===== src/rbid_pkg.sv =====
`timescale 1ns / 1ps
// ----------------------------------------------------------------------------
// Indexed ring-buffer deque package
// Shared widths, operation and status codes, and the control/status bundles
// that pass between the controller and the datapath.
// ----------------------------------------------------------------------------
package rbid_pkg;

  // Default sizing of the element store.
  localparam int unsigned CAPACITY_DEF   = 16;
  localparam int unsigned DATA_WIDTH_DEF = 32;

  // Fixed field widths of the channels.
  localparam int unsigned KIND_W     = 2;
  localparam int unsigned POS_W      = 5;
  localparam int unsigned IN_DATA_W  = 32;
  localparam int unsigned OUT_DATA_W = 32;
  localparam int unsigned STATUS_W   = 2;
  localparam int unsigned FILL_W     = 5;

  // Operation requested by an input item.
  typedef enum logic [KIND_W-1:0] {
    OP_GET    = 2'd0,
    OP_SET    = 2'd1,
    OP_INSERT = 2'd2,
    OP_REMOVE = 2'd3
  } kind_e;

  // Completion status returned with each result item.
  typedef enum logic [STATUS_W-1:0] {
    ST_OK    = 2'd0,
    ST_RANGE = 2'd1,
    ST_FULL  = 2'd2,
    ST_EMPTY = 2'd3
  } status_e;

  // Commands from the controller to the datapath.
  typedef struct packed {
    logic load;       // capture the accepted item
    logic decode;     // register the range and capacity check
    logic setup;      // prepare the shift loop
    logic rd_target;  // read the entry at the requested position
    logic take;       // capture the old entry, write the new value for a set
    logic move;       // advance the shift loop by one entry
    logic commit;     // final write for an insert, head and count update
    logic emit;       // load the output register
  } cmd_t;

  // Status from the datapath to the controller.
  typedef struct packed {
    logic err;         // check failed, nothing changes
    logic is_insert;
    logic is_remove;
    logic moves_zero;  // no more reads to issue in the shift loop
    logic pending;     // a shifted entry still waits to be written
  } stat_t;

endpackage


===== src/rbid_if.sv =====
`timescale 1ns / 1ps
// ----------------------------------------------------------------------------
// Indexed ring-buffer deque channels
// Valid/ready channels for request items and result items.
// ----------------------------------------------------------------------------

// Request channel: one operation per item.
interface rbid_in_if;
  logic                           valid;
  logic                           ready;
  logic [rbid_pkg::KIND_W-1:0]    kind;
  logic [rbid_pkg::POS_W-1:0]     position;
  logic [rbid_pkg::IN_DATA_W-1:0] data_in;

  modport source (output valid, output kind, output position, output data_in, input ready);
  modport sink   (input valid, input kind, input position, input data_in, output ready);
endinterface

// Result channel: one item per request.
interface rbid_out_if;
  logic                            valid;
  logic                            ready;
  logic [rbid_pkg::OUT_DATA_W-1:0] data_out;
  logic [rbid_pkg::STATUS_W-1:0]   status;
  logic [rbid_pkg::FILL_W-1:0]     fill;

  modport source (output valid, output data_out, output status, output fill, input ready);
  modport sink   (input valid, input data_out, input status, input fill, output ready);
endinterface


===== src/rbid_dpath.sv =====
`timescale 1ns / 1ps
// ----------------------------------------------------------------------------
// Indexed ring-buffer deque datapath
// Element store, head and count registers, request checks, the one-entry-per-
// cycle shift loop and the output register.
// ----------------------------------------------------------------------------
module rbid_dpath #(
  parameter int unsigned CAPACITY   = rbid_pkg::CAPACITY_DEF,
  parameter int unsigned DATA_WIDTH = rbid_pkg::DATA_WIDTH_DEF
) (
  input  logic                            clk_i,
  input  logic                            rst_ni,
  input  rbid_pkg::cmd_t                  cmd_i,
  output rbid_pkg::stat_t                 stat_o,
  input  logic [rbid_pkg::KIND_W-1:0]     kind_i,
  input  logic [rbid_pkg::POS_W-1:0]      position_i,
  input  logic [rbid_pkg::IN_DATA_W-1:0]  data_in_i,
  output logic [rbid_pkg::OUT_DATA_W-1:0] data_out_o,
  output logic [rbid_pkg::STATUS_W-1:0]   status_o,
  output logic [rbid_pkg::FILL_W-1:0]     fill_o
);

  localparam int unsigned IDX_W  = $clog2(CAPACITY);
  localparam int unsigned IDXP_W = IDX_W + 1;
  localparam int unsigned CNT_W  = $clog2(CAPACITY + 1);
  localparam int unsigned CMP_W  = (CNT_W > rbid_pkg::POS_W) ? CNT_W : rbid_pkg::POS_W;
  localparam int unsigned EXT_W  = DATA_WIDTH + rbid_pkg::IN_DATA_W;

  localparam logic [IDXP_W-1:0] CAP_X     = IDXP_W'(CAPACITY);
  localparam logic [CMP_W-1:0]  CAP_C     = CMP_W'(CAPACITY);
  localparam logic [IDX_W-1:0]  LAST_SLOT = IDX_W'(CAPACITY - 1);
  localparam logic [IDX_W-1:0]  ONE_IDX   = IDX_W'(1);

  // Physical slot of a logical offset from the given head slot.
  function automatic logic [IDX_W-1:0] slot_of(input logic [IDX_W-1:0] base,
                                               input logic [IDX_W-1:0] off);
    logic [IDXP_W-1:0] sum;
    sum = IDXP_W'(base) + IDXP_W'(off);
    if (sum >= CAP_X) begin
      sum = sum - CAP_X;
    end
    return sum[IDX_W-1:0];
  endfunction

  // Element store and its registered read port.
  logic [DATA_WIDTH-1:0] mem_q [CAPACITY];
  logic [DATA_WIDTH-1:0] rd_data_q;

  // Control state.
  logic [IDX_W-1:0] head_q, head_d;
  logic [CNT_W-1:0] count_q, count_d;
  logic             pend_q, pend_d;
  logic [CNT_W-1:0] moves_q, moves_d;

  // Item and loop payload.
  rbid_pkg::kind_e       kind_q;
  logic [rbid_pkg::POS_W-1:0] pos_q;
  logic [DATA_WIDTH-1:0] val_q;
  rbid_pkg::status_e     status_q;
  logic [DATA_WIDTH-1:0] result_q;
  logic [IDX_W-1:0]      src_q, src_d;
  logic [IDX_W-1:0]      wr_off_q;
  logic                  asc_q, asc_d;

  // Output register payload.
  logic [rbid_pkg::OUT_DATA_W-1:0] data_out_q;
  rbid_pkg::status_e               out_status_q;
  logic [rbid_pkg::FILL_W-1:0]     fill_q;

  // Derived values.
  logic [CMP_W-1:0]  pos_x, n_x, moves_x;
  logic [IDX_W-1:0]  pos_off, tgt_slot, src_slot, wr_slot, dst_off;
  logic              front;
  rbid_pkg::status_e chk_status;
  logic [EXT_W-1:0]  in_ext, res_ext;

  // Memory port controls.
  logic                  mem_we, mem_re;
  logic [IDX_W-1:0]      mem_waddr, mem_raddr;
  logic [DATA_WIDTH-1:0] mem_wdata;

  assign pos_x    = CMP_W'(pos_q);
  assign n_x      = CMP_W'(count_q);
  assign pos_off  = pos_x[IDX_W-1:0];
  assign front    = pos_x < (n_x >> 1);
  assign tgt_slot = slot_of(head_q, pos_off);
  assign src_slot = slot_of(head_q, src_q);
  assign wr_slot  = slot_of(head_q, wr_off_q);
  assign dst_off  = asc_q ? (src_q - ONE_IDX) : (src_q + ONE_IDX);
  assign in_ext   = EXT_W'(data_in_i);
  assign res_ext  = EXT_W'(result_q);

  // Range and capacity check of the held item.
  always_comb begin
    chk_status = rbid_pkg::ST_OK;
    case (kind_q)
      rbid_pkg::OP_GET, rbid_pkg::OP_SET: begin
        if (pos_x >= n_x) chk_status = rbid_pkg::ST_RANGE;
      end
      rbid_pkg::OP_INSERT: begin
        if (n_x == CAP_C) chk_status = rbid_pkg::ST_FULL;
        else if (pos_x > n_x) chk_status = rbid_pkg::ST_RANGE;
      end
      rbid_pkg::OP_REMOVE: begin
        if (n_x == '0) chk_status = rbid_pkg::ST_EMPTY;
        else if (pos_x >= n_x) chk_status = rbid_pkg::ST_RANGE;
      end
      default: chk_status = rbid_pkg::ST_OK;
    endcase
  end

  assign stat_o.err        = (chk_status != rbid_pkg::ST_OK);
  assign stat_o.is_insert  = (kind_q == rbid_pkg::OP_INSERT);
  assign stat_o.is_remove  = (kind_q == rbid_pkg::OP_REMOVE);
  assign stat_o.moves_zero = (moves_q == '0);
  assign stat_o.pending    = pend_q;

  // Shift loop plan, head, count and loop registers.
  always_comb begin
    head_d  = head_q;
    count_d = count_q;
    pend_d  = pend_q;
    moves_d = moves_q;
    src_d   = src_q;
    asc_d   = asc_q;
    moves_x = '0;
    if (cmd_i.setup) begin
      pend_d = 1'b0;
      if (kind_q == rbid_pkg::OP_INSERT) begin
        if (front) begin
          // The front side moves toward the new head one slot back.
          moves_x = pos_x;
          src_d   = ONE_IDX;
          asc_d   = 1'b1;
          head_d  = (head_q == '0) ? LAST_SLOT : (head_q - ONE_IDX);
        end else begin
          moves_x = n_x - pos_x;
          src_d   = n_x[IDX_W-1:0] - ONE_IDX;
          asc_d   = 1'b0;
        end
      end else begin
        if (front) begin
          moves_x = pos_x;
          src_d   = pos_off - ONE_IDX;
          asc_d   = 1'b0;
        end else begin
          moves_x = n_x - pos_x - CMP_W'(1);
          src_d   = pos_off + ONE_IDX;
          asc_d   = 1'b1;
        end
      end
      moves_d = moves_x[CNT_W-1:0];
    end else if (cmd_i.move) begin
      // Issue one read per cycle; its write follows in the next cycle.
      pend_d = (moves_q != '0);
      if (moves_q != '0) begin
        moves_d = moves_q - CNT_W'(1);
        src_d   = asc_q ? (src_q + ONE_IDX) : (src_q - ONE_IDX);
      end
    end
    if (cmd_i.commit) begin
      if (kind_q == rbid_pkg::OP_INSERT) begin
        count_d = count_q + CNT_W'(1);
      end else begin
        count_d = count_q - CNT_W'(1);
        if (front) head_d = slot_of(head_q, ONE_IDX);
      end
    end
  end

  // Store port selection.
  always_comb begin
    mem_we    = 1'b0;
    mem_waddr = tgt_slot;
    mem_wdata = val_q;
    mem_re    = 1'b0;
    mem_raddr = tgt_slot;
    if (cmd_i.take && kind_q == rbid_pkg::OP_SET) begin
      mem_we = 1'b1;
    end else if (cmd_i.move && pend_q) begin
      mem_we    = 1'b1;
      mem_waddr = wr_slot;
      mem_wdata = rd_data_q;
    end else if (cmd_i.commit && kind_q == rbid_pkg::OP_INSERT) begin
      mem_we = 1'b1;
    end
    if (cmd_i.rd_target) begin
      mem_re = 1'b1;
    end else if (cmd_i.move && moves_q != '0) begin
      mem_re    = 1'b1;
      mem_raddr = src_slot;
    end
  end

  // Element store.
  always_ff @(posedge clk_i) begin
    if (mem_we) mem_q[mem_waddr] <= mem_wdata;
    if (mem_re) rd_data_q <= mem_q[mem_raddr];
  end

  // Control registers.
  always_ff @(posedge clk_i or negedge rst_ni) begin
    if (!rst_ni) begin
      head_q  <= '0;
      count_q <= '0;
      pend_q  <= 1'b0;
      moves_q <= '0;
    end else begin
      head_q  <= head_d;
      count_q <= count_d;
      pend_q  <= pend_d;
      moves_q <= moves_d;
    end
  end

  // Item, loop and output payload registers.
  always_ff @(posedge clk_i) begin
    src_q <= src_d;
    asc_q <= asc_d;
    if (cmd_i.move && moves_q != '0) wr_off_q <= dst_off;
    if (cmd_i.load) begin
      kind_q   <= rbid_pkg::kind_e'(kind_i);
      pos_q    <= position_i;
      val_q    <= in_ext[DATA_WIDTH-1:0];
      result_q <= '0;
    end
    if (cmd_i.decode) status_q <= chk_status;
    if (cmd_i.take) result_q <= rd_data_q;
    if (cmd_i.emit) begin
      data_out_q   <= res_ext[rbid_pkg::OUT_DATA_W-1:0];
      out_status_q <= status_q;
      fill_q       <= rbid_pkg::FILL_W'(count_q);
    end
  end

  assign data_out_o = data_out_q;
  assign status_o   = out_status_q;
  assign fill_o     = fill_q;

endmodule


===== src/rbid_ctrl.sv =====
`timescale 1ns / 1ps
// ----------------------------------------------------------------------------
// Indexed ring-buffer deque controller
// Sequences one item at a time through check, target access, shift loop and
// result hand-off, and owns the input ready and output valid flags.
// ----------------------------------------------------------------------------
module rbid_ctrl (
  input  logic            clk_i,
  input  logic            rst_ni,
  input  logic            in_valid_i,
  output logic            in_ready_o,
  output logic            out_valid_o,
  input  logic            out_ready_i,
  input  rbid_pkg::stat_t stat_i,
  output rbid_pkg::cmd_t  cmd_o
);

  typedef enum logic [2:0] {
    S_IDLE,
    S_DECODE,
    S_READ,
    S_TAKE,
    S_MOVE,
    S_DONE
  } state_e;

  state_e state_q;
  logic   out_valid_q;
  logic   loop_done;

  assign loop_done = stat_i.moves_zero && !stat_i.pending;

  // Command decode of the current state.
  always_comb begin
    cmd_o = '0;
    case (state_q)
      S_IDLE:   cmd_o.load = in_valid_i;
      S_DECODE: begin
        cmd_o.decode = 1'b1;
        cmd_o.setup  = !stat_i.err && stat_i.is_insert;
      end
      S_READ:   cmd_o.rd_target = 1'b1;
      S_TAKE:   begin
        cmd_o.take  = 1'b1;
        cmd_o.setup = stat_i.is_remove;
      end
      S_MOVE:   begin
        cmd_o.move   = 1'b1;
        cmd_o.commit = loop_done;
      end
      S_DONE:   cmd_o.emit = !out_valid_q || out_ready_i;
      default:  cmd_o = '0;
    endcase
  end

  // State and output valid flag.
  always_ff @(posedge clk_i or negedge rst_ni) begin
    if (!rst_ni) begin
      state_q     <= S_IDLE;
      out_valid_q <= 1'b0;
    end else begin
      if (cmd_o.emit) out_valid_q <= 1'b1;
      else if (out_ready_i) out_valid_q <= 1'b0;
      case (state_q)
        S_IDLE: begin
          if (in_valid_i) state_q <= S_DECODE;
        end
        S_DECODE: begin
          if (stat_i.err) state_q <= S_DONE;
          else if (stat_i.is_insert) state_q <= S_MOVE;
          else state_q <= S_READ;
        end
        S_READ: state_q <= S_TAKE;
        S_TAKE: begin
          if (stat_i.is_remove) state_q <= S_MOVE;
          else state_q <= S_DONE;
        end
        S_MOVE: begin
          if (loop_done) state_q <= S_DONE;
        end
        S_DONE: begin
          if (cmd_o.emit) state_q <= S_IDLE;
        end
        default: state_q <= S_IDLE;
      endcase
    end
  end

  assign in_ready_o  = (state_q == S_IDLE);
  assign out_valid_o = out_valid_q;

endmodule


===== src/ring_buffer_indexed_deque.sv =====
`timescale 1ns / 1ps
// ----------------------------------------------------------------------------
// Indexed ring-buffer deque
// Fixed-capacity circular deque with get, set, insert and remove at an index.
// Insert and remove shift the entries between the position and the nearer end,
// at most CAPACITY/2 of them, at one per cycle; a failed check goes straight
// to the result with no store access.
// Throughput: one item at a time; the next item can be taken in the cycle after
// the result enters the output register. Reset clears head, count and handshake.
// ----------------------------------------------------------------------------
module ring_buffer_indexed_deque #(
  parameter int unsigned CAPACITY   = rbid_pkg::CAPACITY_DEF,
  parameter int unsigned DATA_WIDTH = rbid_pkg::DATA_WIDTH_DEF
) (
  input  logic        clk_i,
  input  logic        rst_ni,
  rbid_in_if.sink     in_i,
  rbid_out_if.source  out_o
);

  rbid_pkg::cmd_t  cmd;
  rbid_pkg::stat_t stat;

  // Sequencer.
  rbid_ctrl u_ctrl (
    .clk_i       (clk_i),
    .rst_ni      (rst_ni),
    .in_valid_i  (in_i.valid),
    .in_ready_o  (in_i.ready),
    .out_valid_o (out_o.valid),
    .out_ready_i (out_o.ready),
    .stat_i      (stat),
    .cmd_o       (cmd)
  );

  // Store and arithmetic.
  rbid_dpath #(
    .CAPACITY   (CAPACITY),
    .DATA_WIDTH (DATA_WIDTH)
  ) u_dpath (
    .clk_i      (clk_i),
    .rst_ni     (rst_ni),
    .cmd_i      (cmd),
    .stat_o     (stat),
    .kind_i     (in_i.kind),
    .position_i (in_i.position),
    .data_in_i  (in_i.data_in),
    .data_out_o (out_o.data_out),
    .status_o   (out_o.status),
    .fill_o     (out_o.fill)
  );

  // Only one item is in flight at a time.
  a_one_in_flight: assert property (@(posedge clk_i) disable iff (!rst_ni)
    (in_i.valid && in_i.ready) |=> !in_i.ready)
    else $error("item accepted while another is in flight");

  // A full report comes only with a full store.
  a_full_fill: assert property (@(posedge clk_i) disable iff (!rst_ni)
    (out_o.valid && out_o.status == rbid_pkg::ST_FULL) |->
      (out_o.fill == rbid_pkg::FILL_W'(CAPACITY)))
    else $error("full status with a store that is not full");

  // An empty report comes only with an empty store.
  a_empty_fill: assert property (@(posedge clk_i) disable iff (!rst_ni)
    (out_o.valid && out_o.status == rbid_pkg::ST_EMPTY) |-> (out_o.fill == '0))
    else $error("empty status with a store that is not empty");

  // The shift loop never writes before a read was issued to feed it.
  a_loop_order: assert property (@(posedge clk_i) disable iff (!rst_ni)
    (stat.pending && cmd.move) |-> $past(cmd.move))
    else $error("shift write without a preceding read");

endmodule


===== src/flat_wrapper.sv =====
// flat-port wrapper written by rule: the top's interface ports become plain ports
module ring_buffer_indexed_deque_flat 
#(
  parameter int unsigned CAPACITY   = rbid_pkg::CAPACITY_DEF,
  parameter int unsigned DATA_WIDTH = rbid_pkg::DATA_WIDTH_DEF
)
  (clk_i, rst_ni, in_i_valid, in_i_kind, in_i_position, in_i_data_in, in_i_ready, out_o_valid, out_o_data_out, out_o_status, out_o_fill, out_o_ready);
  rbid_in_if in_i_i ();
  rbid_out_if out_o_i ();
  input  logic clk_i;
  input  logic rst_ni;
  input wire logic [$bits(in_i_i.valid)-1:0] in_i_valid;
  input wire logic [$bits(in_i_i.kind)-1:0] in_i_kind;
  input wire logic [$bits(in_i_i.position)-1:0] in_i_position;
  input wire logic [$bits(in_i_i.data_in)-1:0] in_i_data_in;
  output wire logic [$bits(in_i_i.ready)-1:0] in_i_ready;
  output wire logic [$bits(out_o_i.valid)-1:0] out_o_valid;
  output wire logic [$bits(out_o_i.data_out)-1:0] out_o_data_out;
  output wire logic [$bits(out_o_i.status)-1:0] out_o_status;
  output wire logic [$bits(out_o_i.fill)-1:0] out_o_fill;
  input wire logic [$bits(out_o_i.ready)-1:0] out_o_ready;
  assign in_i_i.valid = in_i_valid;
  assign in_i_i.kind = in_i_kind;
  assign in_i_i.position = in_i_position;
  assign in_i_i.data_in = in_i_data_in;
  assign in_i_ready = in_i_i.ready;
  assign out_o_valid = out_o_i.valid;
  assign out_o_data_out = out_o_i.data_out;
  assign out_o_status = out_o_i.status;
  assign out_o_fill = out_o_i.fill;
  assign out_o_i.ready = out_o_ready;
  ring_buffer_indexed_deque #(.CAPACITY(CAPACITY), .DATA_WIDTH(DATA_WIDTH)) u_core (.clk_i(clk_i), .rst_ni(rst_ni), .in_i(in_i_i), .out_o(out_o_i));
endmodule

===== config.mk =====
export PLATFORM = sky130hd
export DESIGN_NAME = ring_buffer_indexed_deque_flat
export DESIGN_NICKNAME = d
export VERILOG_FILES = /design/src/rbid_pkg.sv /design/src/rbid_if.sv /design/src/rbid_dpath.sv /design/src/rbid_ctrl.sv /design/src/ring_buffer_indexed_deque.sv /design/src/flat_wrapper.sv
export SDC_FILE = /design/constraint.sdc
export NUM_CORES = 1
export LEC_CHECK = 0
export BUFFER_PORTS_ARGS = -buffer_cell sky130_fd_sc_hd__clkbuf_2
export CELL_PAD_IN_SITES_DETAIL_PLACEMENT = 1
export CELL_PAD_IN_SITES_GLOBAL_PLACEMENT = 2
export CORE_ASPECT_RATIO = 2
export CORE_MARGIN = 2
export CORE_UTILIZATION = 46
export DETAILED_ROUTE_END_ITERATION = 10
export HOLD_SLACK_MARGIN = 0.15
export PLACE_DENSITY = 0.87
export SLEW_MARGIN = 20
export SYNTH_ARGS = -nofsm -noshare
export SYNTH_HDL_FRONTEND = slang
export SYNTH_HIERARCHICAL = 1
export SYNTH_SLANG_ARGS = --single-unit

===== constraint.sdc =====
create_clock -name clk_i -period 5.5 [get_ports clk_i]
set_clock_uncertainty 0.15 [all_clocks]
set_input_delay 1.1 -clock clk_i [delete_from_list [all_inputs] [get_ports clk_i]]
set_output_delay 1.1 -clock clk_i [all_outputs]
set_load 0.02 [all_outputs]

; Word-level counts from Yosys, hierarchy flattened
; Memory sizes are Yosys's and may differ from the RTL's. A register that Yosys moved wholly into a read port is not among the register bits.
; Index checks and enable logic that the tools add are counted.
[totals]
inputBits = 43
out_inout_bits = 41
ram_bits = 512
mem_count = 1
word_cells = 147
regBits = 140
[op_classes]
magnitude_cmp = 7
eq_ne = 12
n_mux = 67
n_reduce_logical = 24
addsub = 19
[mem_list]
columns = memory, words, word_bits, rd, rd_ports_with_merged_regs, write_ports, line_no
row1 = u_core.u_dpath.mem_q, 16, 32, 1, 1, 1, rbid_dpath.sv:46  ; logic [DATA_WIDTH-1:0] mem_q [CAPACITY];
[op_table]
columns = cell, count
row1 = $mux W32, 4
row2 = $mux W4, 23
row3 = $mux W5, 7
row4 = $sub A4 B1 Y4 const B, 8
row5 = $mux W1, 22
row6 = $ge A5 B5 Y1 const B, 4
row7 = $pmux W3 S6, 1
row8 = $add A4 B4 Y5, 3
row9 = $mux W3, 5
row10 = $sub A5 B1 Y5 const B, 3
row11 = $logic_not A5 Y1, 2
row12 = $reduce_bool A2 Y1, 5
row13 = $add A4 B1 Y4 const B, 2
row14 = $eq A3 B2 Y1 const B, 2
row15 = $eq A3 B3 Y1 const B, 2
row16 = $logic_and A1 B1 Y1, 6
row17 = $mux W2, 3
row18 = $pmux W2 S3, 1
row19 = $add A4 B1 Y5 const B, 1
row20 = $add A5 B1 Y5 const B, 1
row21 = $eq A5 B5 Y1 const B, 1
row22 = $ge A5 B5 Y1, 1
row23 = $gt A5 B5 Y1, 1
row24 = $lt A5 B4 Y1, 1
row25 = 16 further kinds, 20

; Depth between registers and ports, before layout
; Gate-level depths: netlist (run 1).
[depth]
word_depth = 12
mapped_depth = 16

; Modules after synthesis
; Netlist (run 1), hierarchy kept.
[modules_own_cells]
columns = module, seq_area_each_um2, cells_each, n_inst, area_each_um2
row1 = rbid_dpath, 20344.5, 1771, 1, 27069.7
row2 = rbid_ctrl, 100.1, 35, 1, 315.3

; Least setup slack after synthesis (run 1)
; OpenSTA, ideal clock, no wires.
[synth_timing]
path_kind = register to register
startpoint = register u_core.u_dpath.moves_q[0]
endpoint = memory u_core/u_dpath/mem_q[13][0] in the netlist's numbering, enable pin
synth_period_minus_slack_ps = 4698
path_buffers = 0
arrival_time_ps = 4087
stages_incl_launch_ff = 11
setup_slack_ps = 802
cell_sequence = dfrtp_1 inv_1 ha_1 or4b_4 clkinv_4 nor2b_1 and2_1 a21oi_1 a21oi_1 nand2_1 nor3_1
[synth_rtl]
columns = element, line_no
row1 = "start, declared", rbid_dpath.sv:53  ; logic [CNT_W-1:0] moves_q, moves_d;
row2 = "start signal, assigned", rbid_dpath.sv:212  ; moves_q <= moves_d;
row3 = "end, declared", rbid_dpath.sv:46

==> results of run 1 <==
==> layer usage <==
layer | part of all wire, % | GRT usage [%]
met5 | 0 | 0
met4 | 5.2 | 11.76
met3 | 4.9 | 2.861
met2 | 54 | 44.95
met1 | 36 | 28.31
==> worst max-delay path, stage by stage (launching register included) <==
cell and delay (ns):
dfrtp_1 0.61, inv_1 0.19, nor3_1 0.39, nand2b_1 0.27, o21ai_0 0.20, nand2_4 0.54
buf_4 0.41, mux2i_1 0.34, a221oi_1 0.14, or4_1 0.57
==> layout make-up <==
type | instances | area (um^2)
fill | 5671 | 28250
sequential | 684 | 20440
multi-input combinational | 982 | 6431
clock buffer | 71 | 1520
tap | 768 | 960.9
timing repair buffer | 130 | 834.6
clock inverter | 30 | 419.2
inverter | 26 | 102.6
==> state kept, by name, summed over array words and instances, names as in the netlist, 2 cells and up <==
| name | count |
|---|---|
| u_core/u_dpath/rd_data_q | 32 |
| u_core/u_dpath/count_q | 5 |
| u_core/u_dpath/result_q | 32 |
| u_core/u_dpath/head_q | 4 |
| u_core/u_dpath/status_o | 2 |
| u_core/u_dpath/status_q | 2 |
| u_core/u_dpath/val_q | 32 |
| u_core/u_dpath/wr_off_q | 4 |
| u_core/u_dpath/mem_q | 512 |
| u_core/u_ctrl/state_q | 3 |
| u_core/u_dpath/src_q | 4 |
| u_core/u_dpath/data_out_o | 32 |
| u_core/u_dpath/fill_o | 5 |
| u_core/u_dpath/kind_q | 2 |
| u_core/u_dpath/pos_q | 5 |
| u_core/u_dpath/moves_q | 5 |
==> worst max path at each step <==
stage               slack (ns)                 startpoint                            to  cells after the start
finish                    1.41   u_core/u_ctrl/state_q[1]  u_core/u_dpath/rd_data_q[11]                      9
global route              1.21   u_core/u_ctrl/state_q[1]   u_core/u_dpath/rd_data_q[8]                      9
CTS                       1.38   u_core/u_ctrl/state_q[1]  u_core/u_dpath/rd_data_q[11]                      9
detailed placement        1.49   u_core/u_ctrl/state_q[1]  u_core/u_dpath/rd_data_q[11]                      9
global placement          1.55    u_core/u_dpath/pos_q[1]   u_core/u_dpath/rd_data_q[6]                      8
floorplan                 0.80  u_core/u_dpath/moves_q[0]   u_core/u_dpath/mem_q[13][0]                     10
==> placed cells by master, fill, tap and decap left out, types with 35 or more instances in the layout <==
master	count
mux2i_1	42
buf_4	41
clkbuf_2	83
a21oi_1	255
edfxtp_1	665
a221oi_1	128
nand2_1	244
and2_1	35
clkbuf_16	58
==> cells by family (layout without fill, tap and decap cells) <==
kind of cell	after synthesis	in the layout	share of synthesized area (%)
flip-flops	684	684	74.66
adder cells (fa/ha/maj)	37	37	1.855
multiplexers	74	74	2.851
AND/OR/NAND/NOR	402	402	6.831
XOR/XNOR	39	39	1.348
AO/OA/AOI/OAI	430	430	10.02
buffers and inverters	140	257	2.444
==> cell usage after synthesis (2+ instances only) <==
| master | count |
|---|---|
| a21oi_1 | 255 |
| clkbuf_1 | 73 |
| o31ai_1 | 2 |
| a211oi_1 | 2 |
| buf_4 | 5 |
| a221oi_1 | 128 |
| edfxtp_1 | 665 |
| and2_1 | 38 |
| o21ai_0 | 11 |
| a32oi_1 | 4 |
| buf_6 | 13 |
| nor3_2 | 2 |
| nand2b_1 | 8 |
| buf_2 | 18 |
| nor3_1 | 23 |
| o2bb2ai_1 | 6 |
| a21o_1 | 9 |
| buf_1 | 5 |
| nand2_1 | 246 |
| or4_1 | 32 |
| ha_1 | 31 |
| and3_1 | 4 |
| inv_1 | 25 |
| xnor2_1 | 25 |
| nor2_1 | 22 |
| o21a_1 | 2 |
| mux2i_1 | 42 |
| xnor3_1 | 2 |
| nor2b_1 | 4 |
| dfrtp_1 | 19 |
| fa_1 | 6 |
| nand3_1 | 14 |
| mux2_2 | 32 |
| xor2_1 | 12 |
==> metrics by stage <==
| step | area (um^2) | std cells | setup slack, ns | utilization [%] |
|---|---|---|---|---|
| floorplan | 27390 | 1806 | 0.8016 | - |
| global placement | 28760 | 2589 | 1.553 | 48.78 |
| detailed placement | 28770 | 2590 | 1.491 | 48.80 |
| CTS | 30710 | 2691 | 1.378 | 52.09 |
| global route | 30710 | 2691 | 1.207 | 52.09 |
| finish | 30710 | 2691 | 1.409 | 52.09 |
==> results.sh, run 1 <==
export IMPL_place_hpwl_mm=42.93
export IMPL_wl_per_cell_um=28.14
export IMPL_r2r_end="u_core/u_dpath/rd_data_q[11]"
export IMPL_ys_flop_type="edfxtp_1"
export IMPL_hold_class="reg -> reg"
export IMPL_die_y_um=349.1
export IMPL_fin_crit_sh_pct=74.38
export IMPL_async_flop_share_pct=2.778
export IMPL_io_buffer_count=83
export IMPL_finalHoldViolations=0
export IMPL_final_max_slew_viol_count=0
export IMPL_timing_setup_tns_ns=0
export IMPL_antenna_cells=0
export IMPL_maxCapViolCount=0
export IMPL_path_class="reg -> reg"
export IMPL_postCtsHoldBufs=0
export IMPL_dieWidth_um=176.5
export IMPL_slew_headroom_pct=26.85
export IMPL_cts_tree="done"
export IMPL_drcViolationCount=0
export IMPL_cts_max_path_buffers=3
export IMPL_worstMarginPinSlew_ns=1.089
export IMPL_clock_sinks=684
export IMPL_required_ns=5.70
export IMPL_finalWirelength_mm=75.73
export IMPL_min_period_ns=4.091
export IMPL_dieArea_um2=61620
export IMPL_io_pins=84
export IMPL_dr_pass1_iters=5
export IMPL_grt_start_max_net_pins=128
export IMPL_status="complete, no violations"
export IMPL_holdCritStartpoint="u_core/u_dpath/result_q[14]"
export IMPL_nets=1960
export IMPL_clk_pin_slew_ns=0.07
export IMPL_ctsResizeCount=0
export IMPL_row_count=126
export IMPL_grt_setup_unrepaired="no"
export IMPL_reg2reg_setup_slack_ns=1.41
export IMPL_whs_ns=0.2690
export IMPL_setup_viol=0
export IMPL_syn_instance_count=1806
export IMPL_first_global_vias=17757
export IMPL_worst_ep_arrival_time_ns=4.30
export IMPL_cts_root_buffer="clkbuf_16"
export IMPL_grt_overflow=0
export IMPL_ys_top_cells_by_area="edfxtp_1, a21oi_1, a221oi_1"
export IMPL_areaGrowthSynthToFinish_pct=12.15
export IMPL_holdPathEnd="u_core/u_dpath/data_out_o[14]"
export IMPL_place_congestion=0.7810
export IMPL_avgSynthCellArea_um2=15.16
export IMPL_reg2reg_from="u_core/u_ctrl/state_q[1]"
export IMPL_ant_nets=0
export IMPL_cts_setup_buffers=0
export IMPL_synth_largest_area_cell="edfxtp_1"
export IMPL_drive_gt1_share_pct=14.82
export IMPL_gr_usage_all_layers_pct=24.58
export IMPL_synth_warnings=6
export IMPL_htree_levels=2
export IMPL_yosysSeqAreaShare_pct=74.66
export IMPL_grt_antenna_before_repair=1
export IMPL_fmax_ghz=0.2445
export IMPL_start_util_pct=46.45
export IMPL_clk_latency_ns=0.62
export IMPL_grt_pass1_wl_mm=112.0
export IMPL_critPathLaunchType="register"
export IMPL_viasPerCell=6.151
export IMPL_holdPathStages=0
export IMPL_synth_seq_cells=684
export IMPL_num_vias=16551
export IMPL_synth_edf_count=665
export IMPL_coreArea_um2=58960
export IMPL_netlist_area_leader_share_pct=72.92
export IMPL_r2r_cells=9
export IMPL_syn_area_um2=27390
export IMPL_cp_end_kind="register"
export IMPL_synthDistinctLibCells=55
export IMPL_cts_buffers=56
export IMPL_drtIter0Drc=1355
export IMPL_critPathMaxFanout=41
export IMPL_synth_nets=1886
Power of run 1 is not shown: default switching activity piles up to over one toggle a cycle in this logic, so the estimate is an artifact.
==> run 2: changes to the inputs <==
==> constraint.sdc (replaced) <==
create_clock -name clk_i -period 4.2 [get_ports clk_i]
set_clock_uncertainty 0.15 [all_clocks]
set_input_delay 0.84 -clock clk_i [delete_from_list [all_inputs] [get_ports clk_i]]
set_output_delay 0.84 -clock clk_i [all_outputs]
set_load 0.02 [all_outputs]
==> results.sh, run 2 (same netlist as run 1, synthesis figures left out) <==
export IMPL_drtIter0Drc=1464
export IMPL_p_per_area_nw_per_um2=912.2
export IMPL_maxCapViolCount=0
export IMPL_slew_headroom_pct=27.43
export IMPL_antenna_cells=0
export IMPL_critPathLaunchType="register"
export IMPL_cts_buffers=55
export IMPL_fmax_ghz=0.2597
export IMPL_start_util_pct=46.45
export IMPL_dieArea_um2=61620
export IMPL_finalWirelength_mm=75.76
export IMPL_r2r_cells=9
export IMPL_cts_root_buffer="clkbuf_16"
export IMPL_min_period_ns=3.850
export IMPL_dieWidth_um=176.5
export IMPL_crit_chain="ha_1 -> fa_1 -> xor2_1 -> o21ai_0 -> and2_4 -> buf_12 -> a21oi_1 -> a221oi_1 -> or4_1"
export IMPL_path_class="reg -> reg"
export IMPL_layout_commonest_cell="edfxtp_1"
export IMPL_clock_sinks=684
export IMPL_drive_gt1_share_pct=14.95
export IMPL_place_congestion=0.8291
export IMPL_clk_pin_slew_ns=0.08
export IMPL_grt_overflow=0
export IMPL_dr_pass1_iters=5
export IMPL_nets=1961
export IMPL_setup_viol=0
export IMPL_whs_ns=0.2460
export IMPL_register_area_um2=20440
export IMPL_grt_start_max_net_pins=77
export IMPL_io_pins=84
export IMPL_fin_crit_sh_pct=91.67
export IMPL_areaGrowthSynthToFinish_pct=12.90
export IMPL_layout_common_cells="edfxtp_1, a21oi_1, nand2_1, a221oi_1, clkbuf_2"
export IMPL_final_max_slew_viol_count=0
export IMPL_wl_per_cell_um=28.11
export IMPL_hold_class="in -> reg"
export IMPL_fin_cells=2695
export IMPL_required_ns=4.40
export IMPL_finalHoldViolations=0
export IMPL_first_global_vias=18051
export IMPL_leakagePower_nw=10.50
export IMPL_num_vias=16623
export IMPL_cts_max_path_buffers=3
export IMPL_status="complete, no violations"
export IMPL_peakVddDrop_mv=0.7141
export IMPL_grt_pass1_wl_mm=112.9
export IMPL_gr_usage_all_layers_pct=24.81
export IMPL_crit_slowest_cell="or4_1"
export IMPL_viasPerCell=6.168
export IMPL_clk_latency_ns=0.62
export IMPL_fill_cells=5643
export IMPL_critPathMaxFanout=59
export IMPL_cts_tree="done"
export IMPL_multiInputGateArea_um2=6435
export IMPL_grt_antenna_before_repair=1
export IMPL_coreArea_um2=58960
export IMPL_htree_levels=2
export IMPL_place_hpwl_mm=42.61
export IMPL_top_register="u_core/u_dpath/mem_q"
export IMPL_row_count=126
export IMPL_io_buffer_count=83
export IMPL_ant_nets=0
export IMPL_holdPathStages=1
export IMPL_critPathMaxStageDelay_ns=0.53
export IMPL_grt_setup_unrepaired="no"
export IMPL_die_y_um=349.1
export IMPL_cp_end_kind="register"
export IMPL_dp_cells=2591
export IMPL_drcViolationCount=0
export IMPL_worst_ep_arrival_time_ns=4.05
export IMPL_largest_reg_flops=512
export IMPL_ctsResizeCount=0
export IMPL_worstMarginPinSlew_ns=1.085
run 2: area by class of cell:
| type | count | area share, % |
|---|---|---|
| inverters | 26 | 0.3318 |
| flip-flops and latches | 684 | 66.12 |
| well taps | 768 | 3.108 |
| clock inverters | 44 | 1.408 |
| repair buffers | 132 | 3.715 |
| multi-input cells | 982 | 20.81 |
| clock buffers | 59 | 4.500 |
run 2: where the power goes:
group | switching [mW] | internal [mW]
registers | 0.562 | 9.62
clock network | 2.44 | 2.85
logic | 8.78 | 3.94
total | 11.8 | 16.4
run 2: worst max-delay path, delay by kind of cell (launching register included):
kind / cells / cell delay, ns
buffers and inverters: 1 / 0.31
adders and majority gates: 2 / 0.66
and+or+nand+nor: 2 / 0.98
DFF: 1 / 0.52
AOI/OAI and AO/OA: 3 / 0.62
xor gates and xnor gates: 1 / 0.31
run 2: final timing paths:
check                                       startpoint                       endpoint  slack [ns]
max                            u_core/u_dpath/pos_q[0]   u_core/u_dpath/rd_data_q[25]        0.35
min                                   in_i_data_in[10]       u_core/u_dpath/val_q[10]        0.25
max reg2reg                    u_core/u_dpath/pos_q[0]   u_core/u_dpath/rd_data_q[25]        0.35
min reg2reg                u_core/u_dpath/result_q[24]  u_core/u_dpath/data_out_o[24]        0.27
max in group asynchronous                       rst_ni      u_core/u_ctrl/out_valid_o        2.87
min in group asynchronous                       rst_ni      u_core/u_dpath/moves_q[2]        0.60
run 2: metrics by stage:
| stage | setup TNS, ns | total power, mW | instance area (um^2) | setup slack [ns] | util, % |
|---|---|---|---|---|---|
| detailed placement | 0 | 22.96 | 29080 | 0.4281 | 49.32 |
| global route | 0 | 29.60 | 30920 | 0.2179 | 52.44 |
| finish | 0 | 28.20 | 30920 | 0.3499 | 52.44 |
| floorplan | -236.33 | 18.30 | 27390 | -0.4984 | - |
| CTS | 0 | 28.33 | 30920 | 0.4005 | 52.44 |
| global placement | 0 | 22.17 | 29080 | 0.6720 | 49.32 |
run 2: per-layer routing:
metal | wire [um] | global-route usage [%]
met5 | 0 | 0
met2 | 40440 | 44.53
met1 | 27260 | 28.71
met4 | 4112 | 13.22
met3 | 3944 | 2.981
run 2: timing repair:
action / CTS / global route
hold buffers: 1 / 0
hold endpoints to repair: 19 / 0
buffers inserted: 0 / 0
Power figures use the tool's default switching activity.
